**src/sv/cps_pkg.sv**
```systemverilog
package cps_pkg;

  localparam int unsigned OpW    = 3;
  localparam int unsigned PhaseW = 4;
  localparam int unsigned ModeW  = 2;
  localparam int unsigned CountW = 8;
  localparam int unsigned CfgIdxW = 2;

  typedef logic [CountW-1:0] count_t;

  typedef enum logic [OpW-1:0] {
    OP_TICK         = 3'd0,
    OP_START_CHARGE = 3'd1,
    OP_START_DRIVE  = 3'd2,
    OP_STOP         = 3'd3,
    OP_ESTOP        = 3'd4,
    OP_ENABLE       = 3'd5
  } op_t;

  typedef enum logic [PhaseW-1:0] {
    PH_INIT      = 4'd0,
    PH_OFF       = 4'd1,
    PH_WAIT      = 4'd2,
    PH_PRECHARGE = 4'd3,
    PH_ACTIVATE  = 4'd4,
    PH_CHARGING  = 4'd5,
    PH_DRIVE     = 4'd6,
    PH_STOP      = 4'd7,
    PH_FAULT     = 4'd8
  } phase_t;

  typedef enum logic [ModeW-1:0] {
    MODE_OFF    = 2'd0,
    MODE_CHARGE = 2'd1,
    MODE_DCDC   = 2'd2
  } mode_t;

  typedef enum logic [CfgIdxW-1:0] {
    CFG_PRECHARGE = 2'd0,
    CFG_WAKEUP    = 2'd1,
    CFG_POWERDOWN = 2'd2
  } cfg_idx_t;

  localparam count_t PrechargeReset = 8'd50;
  localparam count_t WakeupReset    = 8'd5;
  localparam count_t PowerdownReset = 8'd20;

  typedef struct packed {
    logic  power_on;
    logic  charge_on;
    logic  dcdc_on;
    logic  link;
    mode_t mode;
    logic  charge_req;
  } flags_t;

  localparam flags_t FlagsOff = '{
    power_on:   1'b0,
    charge_on:  1'b0,
    dcdc_on:    1'b0,
    link:       1'b0,
    mode:       MODE_OFF,
    charge_req: 1'b0
  };

  typedef struct packed {
    logic [PhaseW-1:0] seq_state;
    logic              power_enable_pin;
    logic              charge_pin_n;
    logic              dcdc_pin_n;
    logic              link_enabled;
    logic [ModeW-1:0]  converter_mode;
    logic              charge_request;
    logic              power_zero_pulse;
    logic              heartbeat_burst;
    logic              command_refused;
  } result_t;

endpackage

```
**src/sv/cps_in_if.sv**
```systemverilog
interface cps_in_if import cps_pkg::*; ();
  logic           valid;
  logic           ready;
  logic [OpW-1:0] operation;
  logic           enable_value;

  modport source (output valid, output operation, output enable_value, input ready);
  modport sink   (input valid, input operation, input enable_value, output ready);
endinterface

```
**src/sv/cps_out_if.sv**
```systemverilog
interface cps_out_if import cps_pkg::*; ();
  logic              valid;
  logic              ready;
  logic [PhaseW-1:0] seq_state;
  logic              power_enable_pin;
  logic              charge_pin_n;
  logic              dcdc_pin_n;
  logic              link_enabled;
  logic [ModeW-1:0]  converter_mode;
  logic              charge_request;
  logic              power_zero_pulse;
  logic              heartbeat_burst;
  logic              command_refused;

  modport source (
    output valid, output seq_state, output power_enable_pin, output charge_pin_n,
    output dcdc_pin_n, output link_enabled, output converter_mode,
    output charge_request, output power_zero_pulse, output heartbeat_burst,
    output command_refused, input ready
  );
  modport sink (
    input valid, input seq_state, input power_enable_pin, input charge_pin_n,
    input dcdc_pin_n, input link_enabled, input converter_mode,
    input charge_request, input power_zero_pulse, input heartbeat_burst,
    input command_refused, output ready
  );
endinterface

```
**src/sv/cps_cfg_if.sv**
```systemverilog
interface cps_cfg_if import cps_pkg::*; ();
  logic               valid;
  logic               ready;
  logic [CfgIdxW-1:0] index;
  logic [CountW-1:0]  data;

  modport source (output valid, output index, output data, input ready);
  modport sink   (input valid, input index, input data, output ready);
endinterface

```
**src/sv/converter_power_sequencer.sv**
```systemverilog
// Power converter sequencer. Each transfer on the input channel carries one
// event (step tick, start charge, start drive, stop, emergency stop or manual
// enable) and produces exactly one result transfer on the output channel with
// the sequence state, pin levels, mode and the pulses caused by that event.
// The configuration channel writes the precharge, wakeup and powerdown tick
// counts; it is always ready and should only be used while the block is idle.
// The result is registered: the result of an event accepted at one edge is
// valid from the next. The whole state update is one pass of logic between
// the state registers and the result register, and the result register frees
// itself in the cycle it is taken, so input ready stays high and one event is
// accepted every cycle while the receiver keeps up. When the receiver stalls,
// the waiting result holds and input ready drops until it is taken.
// After reset the sequence is off, all flags and countdowns are clear, the
// tick counts take their default values and no result is pending.
module converter_power_sequencer
  import cps_pkg::*;
(
  input  logic      clk,
  input  logic      rst_n,
  cps_in_if.sink    in_if,
  cps_out_if.source out_if,
  cps_cfg_if.sink   cfg_if
);

  count_t  precharge_ticks_r;
  count_t  wakeup_ticks_r;
  count_t  powerdown_ticks_r;

  phase_t  phase_r, phase_nxt;
  phase_t  target_r, target_nxt;
  count_t  pc_cnt_r, pc_cnt_nxt;
  count_t  wk_cnt_r, wk_cnt_nxt;
  count_t  pd_cnt_r, pd_cnt_nxt;
  flags_t  flags_r, flags_nxt;
  logic    zero_pulse, burst, refused;

  result_t res_r, res_nxt;
  logic    out_valid_r;
  logic    accept;
  op_t     op;
  count_t  pc_dec;
  count_t  pd_dec;

  assign op     = op_t'(in_if.operation);
  assign accept = in_if.valid && in_if.ready;
  assign pc_dec = pc_cnt_r - 8'd1;
  assign pd_dec = pd_cnt_r - 8'd1;

  assign cfg_if.ready = 1'b1;
  assign in_if.ready  = !out_valid_r || out_if.ready;

  always_ff @(posedge clk) begin
    if (!rst_n) begin
      precharge_ticks_r <= PrechargeReset;
      wakeup_ticks_r    <= WakeupReset;
      powerdown_ticks_r <= PowerdownReset;
    end else if (cfg_if.valid) begin
      case (cfg_if.index)
        CFG_PRECHARGE: precharge_ticks_r <= cfg_if.data;
        CFG_WAKEUP:    wakeup_ticks_r    <= cfg_if.data;
        CFG_POWERDOWN: powerdown_ticks_r <= cfg_if.data;
        default: ;
      endcase
    end
  end

  // Next sequence state.
  always_comb begin
    phase_nxt = phase_r;
    case (op)
      OP_TICK: begin
        case (phase_r)
          PH_INIT:      phase_nxt = PH_OFF;
          PH_OFF:       phase_nxt = PH_OFF;
          PH_WAIT:      phase_nxt = PH_PRECHARGE;
          PH_PRECHARGE: begin
            if ((flags_r.link || wk_cnt_r == '0) && pc_cnt_r == 8'd1) begin
              phase_nxt = PH_ACTIVATE;
            end
          end
          PH_ACTIVATE:  phase_nxt = target_r;
          PH_CHARGING, PH_DRIVE, PH_FAULT: phase_nxt = phase_r;
          PH_STOP: begin
            if (pd_cnt_r == 8'd1) begin
              phase_nxt = PH_OFF;
            end
          end
          default:      phase_nxt = PH_OFF;
        endcase
      end
      OP_START_CHARGE, OP_START_DRIVE: begin
        if (phase_r == PH_OFF) begin
          phase_nxt = PH_WAIT;
        end
      end
      OP_STOP:  phase_nxt = PH_STOP;
      OP_ESTOP: phase_nxt = PH_OFF;
      default: ;
    endcase
  end

  // Flags, countdowns, target and pulses.
  always_comb begin
    target_nxt = target_r;
    pc_cnt_nxt = pc_cnt_r;
    wk_cnt_nxt = wk_cnt_r;
    pd_cnt_nxt = pd_cnt_r;
    flags_nxt  = flags_r;
    zero_pulse = 1'b0;
    burst      = 1'b0;
    refused    = 1'b0;
    case (op)
      OP_TICK: begin
        case (phase_r)
          PH_OFF: begin
            flags_nxt  = FlagsOff;
            pc_cnt_nxt = precharge_ticks_r;
            wk_cnt_nxt = wakeup_ticks_r;
            pd_cnt_nxt = powerdown_ticks_r;
          end
          PH_PRECHARGE: begin
            flags_nxt.power_on = 1'b1;
            if (!flags_r.link && wk_cnt_r != '0) begin
              wk_cnt_nxt = wk_cnt_r - 8'd1;
            end else begin
              if (!flags_r.link) begin
                flags_nxt.link = 1'b1;
                burst          = 1'b1;
              end
              if (pc_cnt_r != '0) begin
                pc_cnt_nxt = pc_dec;
              end
            end
          end
          PH_ACTIVATE: begin
            if (target_r == PH_CHARGING) begin
              flags_nxt.charge_on  = 1'b1;
              flags_nxt.dcdc_on    = 1'b0;
              flags_nxt.mode       = MODE_CHARGE;
              flags_nxt.charge_req = 1'b1;
            end else if (target_r == PH_DRIVE) begin
              flags_nxt.charge_on  = 1'b0;
              flags_nxt.dcdc_on    = 1'b1;
              flags_nxt.mode       = MODE_DCDC;
              flags_nxt.charge_req = 1'b0;
            end
          end
          PH_DRIVE: begin
            flags_nxt.charge_on  = 1'b0;
            flags_nxt.dcdc_on    = 1'b1;
            flags_nxt.power_on   = 1'b1;
            flags_nxt.link       = 1'b1;
            flags_nxt.mode       = MODE_DCDC;
            flags_nxt.charge_req = 1'b0;
          end
          PH_STOP: begin
            zero_pulse = 1'b1;
            if (pd_cnt_r != '0) begin
              pd_cnt_nxt = pd_dec;
              if (pd_cnt_r == 8'd1) begin
                flags_nxt = FlagsOff;
              end
            end
          end
          PH_FAULT: flags_nxt = FlagsOff;
          default: ;
        endcase
      end
      OP_START_CHARGE, OP_START_DRIVE: begin
        if (phase_r == PH_OFF) begin
          target_nxt = (op == OP_START_CHARGE) ? PH_CHARGING : PH_DRIVE;
        end else begin
          refused = 1'b1;
        end
      end
      OP_ESTOP:  flags_nxt = FlagsOff;
      OP_ENABLE: flags_nxt.power_on = in_if.enable_value;
      default: ;
    endcase
  end

  always_comb begin
    res_nxt.seq_state        = phase_nxt;
    res_nxt.power_enable_pin = flags_nxt.power_on;
    res_nxt.charge_pin_n     = !flags_nxt.charge_on;
    res_nxt.dcdc_pin_n       = !flags_nxt.dcdc_on;
    res_nxt.link_enabled     = flags_nxt.link;
    res_nxt.converter_mode   = flags_nxt.mode;
    res_nxt.charge_request   = flags_nxt.charge_req;
    res_nxt.power_zero_pulse = zero_pulse;
    res_nxt.heartbeat_burst  = burst;
    res_nxt.command_refused  = refused;
  end

  always_ff @(posedge clk) begin
    if (!rst_n) begin
      phase_r     <= PH_OFF;
      target_r    <= PH_OFF;
      pc_cnt_r    <= '0;
      wk_cnt_r    <= '0;
      pd_cnt_r    <= '0;
      flags_r     <= FlagsOff;
      out_valid_r <= 1'b0;
    end else begin
      if (accept) begin
        phase_r     <= phase_nxt;
        target_r    <= target_nxt;
        pc_cnt_r    <= pc_cnt_nxt;
        wk_cnt_r    <= wk_cnt_nxt;
        pd_cnt_r    <= pd_cnt_nxt;
        flags_r     <= flags_nxt;
        out_valid_r <= 1'b1;
      end else if (out_if.ready) begin
        out_valid_r <= 1'b0;
      end
    end
  end

  always_ff @(posedge clk) begin
    if (accept) begin
      res_r <= res_nxt;
    end
  end

  assign out_if.valid            = out_valid_r;
  assign out_if.seq_state        = res_r.seq_state;
  assign out_if.power_enable_pin = res_r.power_enable_pin;
  assign out_if.charge_pin_n     = res_r.charge_pin_n;
  assign out_if.dcdc_pin_n       = res_r.dcdc_pin_n;
  assign out_if.link_enabled     = res_r.link_enabled;
  assign out_if.converter_mode   = res_r.converter_mode;
  assign out_if.charge_request   = res_r.charge_request;
  assign out_if.power_zero_pulse = res_r.power_zero_pulse;
  assign out_if.heartbeat_burst  = res_r.heartbeat_burst;
  assign out_if.command_refused  = res_r.command_refused;

endmodule
```
**src/flat_wrapper.sv**
```systemverilog
// flat-port wrapper written by rule: the top's interface ports become plain ports
module converter_power_sequencer_flat import cps_pkg::*;
  (clk, rst_n, in_if_valid, in_if_operation, in_if_enable_value, in_if_ready, out_if_valid, out_if_seq_state, out_if_power_enable_pin, out_if_charge_pin_n, out_if_dcdc_pin_n, out_if_link_enabled, out_if_converter_mode, out_if_charge_request, out_if_power_zero_pulse, out_if_heartbeat_burst, out_if_command_refused, out_if_ready, cfg_if_valid, cfg_if_index, cfg_if_data, cfg_if_ready);
  cps_in_if in_if_i ();
  cps_out_if out_if_i ();
  cps_cfg_if cfg_if_i ();
  input  logic clk;
  input  logic rst_n;
  input wire logic [$bits(in_if_i.valid)-1:0] in_if_valid;
  input wire logic [$bits(in_if_i.operation)-1:0] in_if_operation;
  input wire logic [$bits(in_if_i.enable_value)-1:0] in_if_enable_value;
  output wire logic [$bits(in_if_i.ready)-1:0] in_if_ready;
  output wire logic [$bits(out_if_i.valid)-1:0] out_if_valid;
  output wire logic [$bits(out_if_i.seq_state)-1:0] out_if_seq_state;
  output wire logic [$bits(out_if_i.power_enable_pin)-1:0] out_if_power_enable_pin;
  output wire logic [$bits(out_if_i.charge_pin_n)-1:0] out_if_charge_pin_n;
  output wire logic [$bits(out_if_i.dcdc_pin_n)-1:0] out_if_dcdc_pin_n;
  output wire logic [$bits(out_if_i.link_enabled)-1:0] out_if_link_enabled;
  output wire logic [$bits(out_if_i.converter_mode)-1:0] out_if_converter_mode;
  output wire logic [$bits(out_if_i.charge_request)-1:0] out_if_charge_request;
  output wire logic [$bits(out_if_i.power_zero_pulse)-1:0] out_if_power_zero_pulse;
  output wire logic [$bits(out_if_i.heartbeat_burst)-1:0] out_if_heartbeat_burst;
  output wire logic [$bits(out_if_i.command_refused)-1:0] out_if_command_refused;
  input wire logic [$bits(out_if_i.ready)-1:0] out_if_ready;
  input wire logic [$bits(cfg_if_i.valid)-1:0] cfg_if_valid;
  input wire logic [$bits(cfg_if_i.index)-1:0] cfg_if_index;
  input wire logic [$bits(cfg_if_i.data)-1:0] cfg_if_data;
  output wire logic [$bits(cfg_if_i.ready)-1:0] cfg_if_ready;
  assign in_if_i.valid = in_if_valid;
  assign in_if_i.operation = in_if_operation;
  assign in_if_i.enable_value = in_if_enable_value;
  assign in_if_ready = in_if_i.ready;
  assign out_if_valid = out_if_i.valid;
  assign out_if_seq_state = out_if_i.seq_state;
  assign out_if_power_enable_pin = out_if_i.power_enable_pin;
  assign out_if_charge_pin_n = out_if_i.charge_pin_n;
  assign out_if_dcdc_pin_n = out_if_i.dcdc_pin_n;
  assign out_if_link_enabled = out_if_i.link_enabled;
  assign out_if_converter_mode = out_if_i.converter_mode;
  assign out_if_charge_request = out_if_i.charge_request;
  assign out_if_power_zero_pulse = out_if_i.power_zero_pulse;
  assign out_if_heartbeat_burst = out_if_i.heartbeat_burst;
  assign out_if_command_refused = out_if_i.command_refused;
  assign out_if_i.ready = out_if_ready;
  assign cfg_if_i.valid = cfg_if_valid;
  assign cfg_if_i.index = cfg_if_index;
  assign cfg_if_i.data = cfg_if_data;
  assign cfg_if_ready = cfg_if_i.ready;
  converter_power_sequencer u_core (.clk(clk), .rst_n(rst_n), .in_if(in_if_i), .out_if(out_if_i), .cfg_if(cfg_if_i));
endmodule
```
**config.mk**
```make
export PLATFORM = sky130hd
export DESIGN_NAME = converter_power_sequencer_flat
export DESIGN_NICKNAME = d
export VERILOG_FILES = /design/src/sv/cps_pkg.sv /design/src/sv/cps_in_if.sv /design/src/sv/cps_out_if.sv /design/src/sv/cps_cfg_if.sv /design/src/sv/converter_power_sequencer.sv /design/src/flat_wrapper.sv
export SDC_FILE = /design/constraint.sdc
export NUM_CORES = 1
export LEC_CHECK = 0
export BUFFER_PORTS_ARGS = -buffer_cell sky130_fd_sc_hd__buf_2
export CORE_ASPECT_RATIO = 2
export CORE_MARGIN = 5
export CORE_UTILIZATION = 45
export CTS_BUF_LIST = sky130_fd_sc_hd__clkbuf_4
export DETAILED_ROUTE_END_ITERATION = 16
export PLACE_DENSITY = 0.64
export SYNTH_ARGS = -nofsm -noshare
export SYNTH_HDL_FRONTEND = slang
export SYNTH_SLANG_ARGS = --single-unit
export TNS_END_PERCENT = 1
```
**constraint.sdc**
```tcl
create_clock -name clk -period 2.1 [get_ports clk]
set_input_delay 0.42 -clock clk [delete_from_list [all_inputs] [get_ports clk]]
set_output_delay 0.42 -clock clk [all_outputs]
set_load 0.03 [all_outputs]
```
# Yosys cells after proc, flatten, opt, wreduce, memory -nomap -nowiden
# Cells that the tools add are included.
[op_classes]
reduce_logical = 30
n_bitwise = 2
eq_ne = 23
add_sub_neg = 3
n_mux = 31
[op_table]
columns = ["op", "n"]
rows = [
  ["one-hot mux 8 bit (2 select lines)", 3],
  ["two-way mux 8 bit", 4],
  ["== test 4 x 3 -> 1 bit (second input constant)", 6],
  ["nonzero test 8 bit", 3],
  ["subtractor 8 x 1 -> 8 bit (second input constant)", 3],
  ["one-hot mux 4 bit (5 select lines)", 1],
  ["== test 8 x 1 -> 1 bit (second input constant)", 2],
  ["one-hot mux 4 bit (4 select lines)", 1],
  ["two-way mux 7 bit", 2],
  ["two-way mux 4 bit", 3],
  ["one-hot mux 3 bit (4 select lines)", 1],
  ["one-hot mux 6 bit (2 select lines)", 1],
  ["== test 4 x 2 -> 1 bit (second input constant)", 2],
  ["logical NOT 8 bit", 1],
  ["one-hot mux 2 bit (4 select lines)", 1],
  ["AND reduction 4 bit", 2],
  ["== test 3 x 2 -> 1 bit (second input constant)", 2],
  ["== test 3 bit (second input constant)", 2],
  ["two-way mux 1 bit", 6],
  ["two-way mux 2 bit", 3],
  ["two-way mux 3 bit", 2],
  ["inequality test 2 x 1 -> 1 bit (second input constant)", 3],
  ["one-hot mux 1 bit (3 select lines)", 2],
  ["AND reduction 2 bit", 3],
  ["18 further kinds", 30],
]
[totals]
word_cells = 114
out_inout_bits = 17
regBits = 78
input_bits = 19

# Longest topological paths before layout
# Gate-level depths: netlist (run 1).
[logic_depth]
depth_word = 6
mapped_depth = 8
mapped_depth_nobuf = 7

# Worst setup path before layout (run 1)
# Ideal clock, no wire load.
[synth_timing]
path_type = "in2reg"
start = "input port in_if_operation[1]"
end = "register u_core.pc_cnt_r[2]"
path_buffers = 2
setup_ps = 122
setup_slack_ps = 112
path_stages = 7
t_required_ps = 1978
arrival_time_ps = 1865
cell_sequence = "buf_2 nor3_1 nand4_1 a311o_1 buf_2 o211ai_1 o21ai_1"
[synth_via]
elab_chain_len = 2
[synth_lines]
columns = ["element", "line_no", "source"]
rows = [
  ["start, declared", "flat_wrapper.sv:10", "input wire logic [$bits(in_if_i.operation)-1:0] in_if_operation;"],
  ["logical NOT 3 bit", "converter_power_sequencer.sv:112", "case (op)"],
  ["AND reduction 5 bit (no source line)", "n/a", ""],
  ["end signal, assigned", "converter_power_sequencer.sv:208", "pc_cnt_r <= pc_cnt_nxt;"],
  ["end, declared", "converter_power_sequencer.sv:31", "count_t pc_cnt_r, pc_cnt_nxt;"],
]
# Every way passes these cells.
# A chain may end at the register's enable or synchronous reset.

# Worst setup path after layout (run 1)
[layout_timing]
start = "register u_core.phase_r[3]"
end = "register u_core.pd_cnt_r[6]"
[layout_via]
elab_chain_len = 3
elab_cells_between_ends = 6
classes_between = "3 x eq/ne; 1 x mux; 2 x reduce/logical"
[layout_lines]
columns = ["element", "line_no", "source"]
rows = [
  ["start, declared", "converter_power_sequencer.sv:29", "phase_t phase_r, phase_nxt;"],
  ["start signal, assigned", "converter_power_sequencer.sv:206", "phase_r <= phase_nxt;"],
  ["== test 4 x 3 -> 1 bit or == test 4 x 1 -> 1 bit (tied branches)", "converter_power_sequencer.sv:114", "case (phase_r)"],
  ["inequality test 2 x 1 -> 1 bit (no source line) or nonzero test 2 bit (tied branches)", "n/a", ""],
  ["AND reduction 4 bit (no source line)", "n/a", ""],
  ["end signal, assigned", "converter_power_sequencer.sv:210", "pd_cnt_r <= pd_cnt_nxt;"],
  ["end, declared", "converter_power_sequencer.sv:33", "count_t pd_cnt_r, pd_cnt_nxt;"],
]
# Several ways; a longest one is shown, not always the timed one.

==> impl_metrics.yaml, run 1 <==
run_status:
  status: "finished clean"
global_routing:
  grt_usage: 0.195
  grt_max_degree: 59
  grt_pass1_vias: 3711
  grt.overflow.total: 0
  grt_pass1_wl_um: 17800
  antenna_found_initial: 1
cts:
  clkTransAtPathRegs_ps: 110
  htreeDepth: 3
  numCtsBuffers: 9
  cts.path.max_buffers: 2
  cts_hold_buf: 0
  cts_root_buf: "clkbuf_4"
  cts.sinks: 77
  cts_tree: "yes"
  clock_latency_ps: 440
placed_design:
  post-dp-hpwl_um: 8200
  io_buffers: 34
  place_inst: 633
  gp_congestion: 0.935
worst_hold_path:
  hp-class: "in -> reg"
finish:
  drive_gt1_frac: 0.192
  area_growth_pct: 15.5
  nNetsFinal: 568
  stdcell_count: 650
  fin_util: 0.532
critical_path:
  crit_type: "reg -> reg"
  endpoint_kind: "flip-flop"
  crit_required_ps: 2440
  crit_fanout: 6
  start_kind: "flip-flop"
  worstPathArrival_ps: 2380
floorplan:
  die_width_um: 77.7
  row_count: 49
  start_util: 0.460
  io_pins: 36
  die_h_um: 145
  die_area_um2: 11300
  core_um2: 8950
power:
  switching_power_uw: 844
  internal_power_uw: 2150
  netSwitchingFraction: 0.282
  p_comb_frac: 0.169
  leakage_uw: 0.00193
  power_frac_clock: 0.304
  power-per-cell-area_nw_per_um2: 629
  irDropWorstVdd_uv: 467
  p_total_uw: 3000
  p_seq_frac: 0.527
logic_synthesis:
  synth_common_cells: "dfxtp_1 (63), nand2_1 (63), nor2_1 (39), a21oi_1 (35), o21ai_0 (34)"
  ys.flop_type: "dfxtp_1"
  syn_area_um2: 4120
  syn-num-nets: 516
  synth_top_cell_by_area: "dfxtp_1"
  synth-async-reset-ratio: 0
  syn_inst: 490
  yosysSeqAreaShare: 0.408
  synth_edf_count: 14
  yosys_warnings: 0
  ys_types: 66
  ys_ff_latch: 77
  synth_top_area_share: 0.306
  post_synth.cell_area_avg_um2: 8.41
  synth.area.top_cells: "dfxtp_1 (31%), edfxtp_1 (10%), mux2i_1 (6.1%)"
timing:
  final.setup_skew_ps: 13.1
  clock.fmax_mhz: 490
  setup_viol: 0
  slew_headroom: 0.608
  min_period_over_period: 0.972
  rsz0062_at_grt: "true"
  hold_viol: 0
  hold_ws_ps: 266
  finalCriticalPeriod_ps: 2040
  tightest_slew_ps: 585
  drv_slew: 0
detailed_routing:
  routedWlPerCell_um: 16.5
  drc: 0
  via_per_inst: 5.71
  antenna_left: 0
  drt-pass1-iter-count: 5
  vias: 3713
  drtIter0Drc: 226
  drt-total-wl_um: 10800
job:
  maxCapViolCount: 0
## registers in the layout, indices dropped and copies added, names as in the netlist, 4 cells and up
register                  flops
u_core.pc_cnt_r               8
u_core.pd_cnt_r               8
u_core.powerdown_ticks_r      8
u_core.precharge_ticks_r      8
u_core.wakeup_ticks_r         8
u_core.wk_cnt_r               8
u_core.flags_r                7
u_core.out_if.seq_state       4
u_core.phase_r                4
## power by group through the flow
stage / logic (uW) / registers, uW / clock network [uW]
after global routing: 555 / 1590 / 1010
after CTS: 505 / 1580 / 935
after global placement: 497 / 1610 / 0
after detailed placement: 501 / 1610 / 0
after floorplan: 308 / 1640 / 0
final: 506 / 1580 / 911
## cell type report
cell class                      instances  area, um2
Antenna cell                            1       2.50
Multi-Input combinational cell        364       2260
Sequential cell                        77       1680
Clock inverter                          4       48.8
Fill cell                             842       4190
Clock buffer                           12       90.1
Tap cell                              102        128
Timing Repair Buffer                   75        490
Inverter                               15       56.3
## stage by stage
stage                     TNS [ps]  setup WS (ps)  cell area, um2
after global placement        -726          -78.8            4580
after floorplan                  0            112            4120
after CTS                    -3.77          -3.77            4740
after global routing         -9.78          -9.78            4760
after detailed placement     -1190           -110            4580
final                            0           57.8            4760
## critical path: stages (launching register included)
cell	delay [ps]
dfxtp_1	350
buf_4	140
or4b_4	540
and4_4	210
a211oi_4	270
buf_4	200
a21oi_1	60
a31o_1	180
## cells by family after synthesis
group,Yosys count,share of synthesized area
xor+xnor,3,0.00638
flops,77,0.408
simple gates,195,0.244
other cells,1,0.000910
fa+ha+maj,7,0.0213
buf+inv,49,0.0525
compound gates,133,0.207
mux,25,0.0607
## final timing paths
check                        end              start  slack [ps]  depth (start not counted)
max           u_core.pd_cnt_r[6]  u_core.phase_r[3]          60                          7
min          u_core.out_if.valid        in_if_valid         270                          2
max reg2reg   u_core.pd_cnt_r[6]  u_core.phase_r[3]          60                          7
min reg2reg    u_core.flags_r[5]  u_core.flags_r[5]         490                          1
## cells in the final DEF, fill, tap and decap left out, types with 4 or more instances in the layout
master    Yosys  routed
nor3_1       14      14
nand2b_1      4       4
inv_1        14      14
nor2b_1      16      16
clkbuf_4      0      12
ha_1          7       7
o21a_1       14      14
nand2_1      63      63
nor4_1        6       6
nor2_1       39      39
buf_2         8      34
o21ai_1       4       5
o21ai_0      34      33
o211ai_1      9       9
buf_4         2      40
a21o_1        4       4
nor3b_1       7       7
nand3_1      15      15
dfxtp_1      63      63
nand3b_1      4       4
mux2i_1      25      25
edfxtp_1     14      14
a21oi_1      35      35
## per-layer routing
| layer | vias up | GRT usage | routed length [um] |
|---|---|---|---|
| met3 | 27 | 0.0391 | 401 |
| met2 | 82 | 0.359 | 6100 |
| li1 | 1873 | - | - |
| met5 | - | 0 | 0 |
| met4 | 0 | 0.102 | 356 |
| met1 | 1731 | 0.198 | 3900 |
## timing repair
action,in CTS,in global routing
cloned,0,0
pin swaps,0,0
setup endpoints to repair,4,11
gates resized for setup,2,5
setup buffers,0,0
Note: power is estimated with default switching activity, not from simulation.
==> inputs of run 2 (changes only) <==
Settings changed: ABC_AREA set to 1, TNS_END_PERCENT 1 to not set.
==> impl_metrics.yaml, run 2 <==
critical_path:
  endpoint_kind: "flip-flop"
  start_kind: "flip-flop"
  reg2regPathDepth: 9
  worstReg2RegStart: "u_core.phase_r[1]"
  crit_required_ps: 2460
  r2r-end: "u_core.pc_cnt_r[7]"
  r2r_setup_slack_ps: 260
  crit_type: "reg -> reg"
  worstPathArrival_ps: 2200
  crit_fanout: 14
cts:
  postCtsSetupBuffers: 0
  clkTransAtPathRegs_ps: 110
  cts_root_buf: "clkbuf_4"
  cts_tree: "yes"
  post_cts_resized: 0
  htreeDepth: 3
  cts.path.max_buffers: 2
  cts_hold_buf: 0
  numCtsBuffers: 9
  cts.sinks: 77
  clock_latency_ps: 430
worst_hold_path:
  hp-class: "in -> reg"
  min_from: "cfg_if_data[0]"
  hold-path-endpoint: "u_core.wakeup_ticks_r[0]"
  hold_depth: 3
placed_design:
  place_inst: 695
  gp_congestion: 0.911
  dpl_cell_area_um2: 4350
  post-dp-hpwl_um: 7660
  io_buffers: 34
logic_synthesis:
  yosys_warnings: 0
  ys_ff_latch: 77
  synth_top_cell_by_area: "dfxtp_1"
  post_synth.cell_area_avg_um2: 7.20
  synth_edf_count: 14
  synth.area.top_cells: "dfxtp_1 (31%), nand2_1 (11%), edfxtp_1 (10%)"
  synth_common_cells: "nand2_1 (120), nor2_1 (69), dfxtp_1 (63), inv_1 (60), o21ai_0 (53)"
  ys_types: 40
  yosysMostFrequentCell: "nand2_1"
  synth_top_area_share: 0.310
  syn_area_um2: 4070
  syn_inst: 565
  ys.flop_type: "dfxtp_1"
  yosysSeqAreaShare: 0.414
  syn-num-nets: 591
  synth-async-reset-ratio: 0
detailed_routing:
  top_layer_used: "met4"
  drc: 0
  drtIter0Drc: 250
  drt-total-wl_um: 9920
  antenna_left: 0
  dr_wl_met3_um: 310
  met1_length_um: 3820
  wl_met2_um: 5430
  via_per_inst: 5.17
  drt-pass1-iter-count: 5
  vias: 3680
  routedWlPerCell_um: 13.9
floorplan:
  start_util: 0.457
  die_width_um: 77.2
  die_h_um: 144
  die_area_um2: 11200
  io_pins: 36
  core_um2: 8890
  row_count: 49
timing:
  clock.fmax_mhz: 543
  hold_viol: 0
  drv_slew: 0
  rsz0062_at_grt: "false"
  min_period_over_period: 0.876
  fin_setup_tns_ps: 0
  hold_ws_ps: 269
  final.setup_skew_ps: 15.7
  finalCriticalPeriod_ps: 1840
  setup_viol: 0
power:
  leakage_uw: 0.00209
  irDropWorstVdd_uv: 452
  power-per-cell-area_nw_per_um2: 706
finish:
  final_area_um2: 4510
  layout_commonest_cell: "nand2_1"
  nNetsFinal: 630
  layout_common_cells: "nand2_1 (120), nor2_1 (69), dfxtp_1 (63), inv_1 (60), o21ai_0 (53)"
  stdcell_count: 712
  area_growth_pct: 10.8
  drive_gt1_frac: 0.164
run_status:
  status: "finished clean"
global_routing:
  grt.overflow.total: 0
  antenna_found_initial: 1
  grt_pass1_wl_um: 16600
  grt_usage: 0.188
  grt_pass1_vias: 3541
  grt_max_degree: 42
job:
  maxCapViolCount: 0
-- run 2: cell count changes after synthesis, moves of 8 or more --
cell,previous run,this run
nand2_1,63,120
inv_1,14,60
nor2_1,39,69
mux2i_1,25,0
o21ai_0,34,53
nand3_1,15,33
nor2b_1,16,0
clkbuf_1,20,7
o21a_1,14,1
nor3_1,14,3
inv_2,0,9
nand2_2,0,9
o21ai_1,4,12
-- run 2: cell families after synthesis --
kind of cell             Yosys count  share of synthesized area
adder cells (fa/ha/maj)            7                     0.0215
flip-flops                        77                      0.414
AO/OA/AOI/OAI                    130                      0.180
other                              1                   0.000922
buffers and inverters             87                     0.0914
AND/OR/NAND/NOR                  259                      0.284
XOR/XNOR                           4                    0.00861
-- run 2: power by group --
part           switching, uW  internal, uW
combinational            380           184
clock                    504           485
sequential              45.6          1580
-- run 2: worst max-delay path by stage --
stage	cells after the start	end	start	slack (ps)
2_1_floorplan	9	u_core.pc_cnt_r[4]	u_core.out_if.valid	290
3_3_place_gp	9	u_core.wk_cnt_r[1]	in_if_operation[0]	240
3_5_place_dp	9	u_core.wk_cnt_r[1]	in_if_operation[0]	250
4_1_cts	9	u_core.pc_cnt_r[4]	u_core.phase_r[1]	270
5_1_grt	9	u_core.pc_cnt_r[5]	u_core.phase_r[1]	50
6_report	9	u_core.pc_cnt_r[7]	u_core.phase_r[1]	260
-- run 2: metal layers --
metal  vias up  global-route usage
li1       1930                   -
met1      1660               0.193
met2        68               0.346
met3        22              0.0374
met4         0               0.111
met5         -                   0
-- run 2: stage by stage --
step                 util  power [uW]  setup WS [ps]
global placement    0.489        2220            236
finish              0.507        3180            260
CTS                 0.507        3230            268
detailed placement  0.489        2230            248
global route        0.507        3370           45.3
floorplan               -        2070            287
-- run 2: cell type report --
type	count	area [um2]
timing repair buffer	45	265
clock inverter	6	77.6
multi-input combinational	401	2010
fill	872	4380
inverter	70	263
tap	102	128
clock buffer	10	75.1
sequential	77	1680
antenna	1	2.50
-- run 2: critical path, cell delays in order (launching register included) --
cell and delay [ps]:
dfxtp_1 480, nand2_1 100, inv_2 110, nand2_1 90, inv_2 150, buf_4 220, nand2_1 140, nand2_2 230
o21ai_0 130, a21oi_1 130
==> inputs of run 3 (changes only) <==
--- a/config.mk
+++ b/config.mk
@@ -10,8 +10,8 @@
 export CORE_ASPECT_RATIO = 2
 export CORE_MARGIN = 5
-export CORE_UTILIZATION = 45
+export CORE_UTILIZATION = 35
 export CTS_BUF_LIST = sky130_fd_sc_hd__clkbuf_4
 export DETAILED_ROUTE_END_ITERATION = 16
-export PLACE_DENSITY = 0.64
+export PLACE_DENSITY = 0.53
 export SYNTH_ARGS = -nofsm -noshare
 export SYNTH_HDL_FRONTEND = slang
==> constraint.sdc (replaced) <==
create_clock -name clk -period 2.1 [get_ports clk]
set_input_delay 0.42 -clock clk [delete_from_list [all_inputs] [get_ports clk]]
set_output_delay 0.42 -clock clk [all_outputs]
set_load 0.01 [all_outputs]
==> impl_metrics.yaml, run 3 (same netlist as run 2, synthesis figures left out) <==
critical_path:
  crit_slowest_cell: "dfxtp_1"
  start_kind: "flip-flop"
  crit_chain: "inv_1, ha_1, nand3_1, o21ai_2, nand3_1, nand2_1, nand2_1, nand2_1, nand2_1, nand2_1, inv_1"
  reg2regPathDepth: 11
  crit_fanout: 4
  crit_required_ps: 2280
  crit_type: "reg -> reg"
  endpoint_kind: "flip-flop"
  crit_top_cell: "nand2_1"
  max_stage_delay_ps: 320
  worstPathArrival_ps: 1980
placed_design:
  place_ws_ps: 141
  post-dp-hpwl_um: 8330
  place_inst: 737
  gp_congestion: 0.887
  io_buffers: 34
timing:
  finalCriticalPeriod_ps: 1790
  min_period_over_period: 0.854
  hold_viol: 0
  fin_setup_tns_ps: 0
  rsz0062_at_grt: "false"
  setup_slack_ps: 308
  setup_viol: 0
  final.setup_skew_ps: 18.6
  clock.fmax_mhz: 558
  slew_headroom: 0.602
  drv_slew: 0
  tightest_slew_ps: 593
detailed_routing:
  drc: 0
  antenna_left: 0
  drt-pass1-iter-count: 4
  drt-total-wl_um: 10900
  via_per_inst: 5.03
  drtIter0Drc: 150
  vias: 3794
  routedWlPerCell_um: 14.5
cts:
  htreeDepth: 3
  post_cts_resized: 0
  cts.path.max_buffers: 2
  numCtsBuffers: 9
  clkTransAtPathRegs_ps: 130
  clock_latency_ps: 430
  cts_root_buf: "clkbuf_4"
  postCtsSetupBuffers: 0
  cts.sinks: 77
  cts_hold_buf: 0
  cts_tree: "yes"
power:
  irDropWorstVdd_uv: 319
  power-per-cell-area_nw_per_um2: 657
  leakage_uw: 0.00208
global_routing:
  grt_max_degree: 22
  grt_usage: 0.161
  grt.overflow.total: 0
  grt_pass1_vias: 3618
  antenna_found_initial: 1
  grt_pass1_wl_um: 17500
floorplan:
  die_area_um2: 14000
  core_um2: 11400
  row_count: 55
  die_width_um: 86.2
  die_h_um: 162
  io_pins: 36
  start_util: 0.358
run_status:
  status: "finished clean"
worst_hold_path:
  hold_depth: 4
  hp-class: "in -> reg"
finish:
  layout_commonest_cell: "nand2_1"
  area_growth_pct: 11.1
  stdcell_count: 754
  drive_gt1_frac: 0.169
  nNetsFinal: 632
  nFillCells: 1220
  layout_common_cells: "nand2_1 (120), nor2_1 (69), dfxtp_1 (63), inv_1 (60), o21ai_0 (53)"
job:
  maxCapViolCount: 0
==> run 3: metal layers <==
metal,GRT usage,routed length (um),part of all wire,vias up
met4,0.0929,389,0.036,0
li1,-,-,-,1938
met2,0.306,6070,0.56,99
met1,0.160,4110,0.38,1732
met3,0.0223,345,0.032,25
met5,0,0,0,-
==> run 3: report_power, final <==
| part | leakage, uW | internal [uW] | switching [uW] |
|---|---|---|---|
| sequential | 0.000651 | 1580 | 48.0 |
| clock | 0.0000692 | 291 | 502 |
| combinational | 0.00136 | 187 | 358 |
==> run 3: stage by stage <==
step,cell area [um2],hold slack [ps],power (uW),util
global route,4520,247,3150,0.398
detailed placement,4400,438,2210,0.388
CTS,4510,247,3020,0.398
global placement,4400,435,2210,0.388
finish,4520,270,2970,0.398
floorplan,4070,424,2040,-
==> run 3: final cells by class <==
type / count / area [um2] / share of cell area
repair buffers: 47 / 268 / 0.0593
multi-input cells: 401 / 2010 / 0.446
clock buffers: 13 / 97.6 / 0.0216
diodes: 1 / 2.50 / 0.000554
inverters: 70 / 263 / 0.0582
well taps: 142 / 178 / 0.0393
clock inverters: 3 / 13.8 / 0.00305
flip-flops and latches: 77 / 1680 / 0.372
==> run 3: final timing paths <==
path	from	to	slack (ps)
setup / recovery	u_core.wk_cnt_r[0]	u_core.out_if.seq_state[1]	310
hold / removal	out_if_ready	u_core.out_if.valid	270
setup reg to reg	u_core.wk_cnt_r[0]	u_core.out_if.seq_state[1]	310
hold reg to reg	u_core.precharge_ticks_r[2]	u_core.precharge_ticks_r[2]	450
==> run 3: worst max-delay path: cells and delay by family, from the launching register on <==
kind	cells	cell delay, ps
DFF	1	320
and+or+nand+nor	7	640
buffers and inverters	2	140
adders and majority gates	1	220
AOI/OAI and AO/OA	1	230
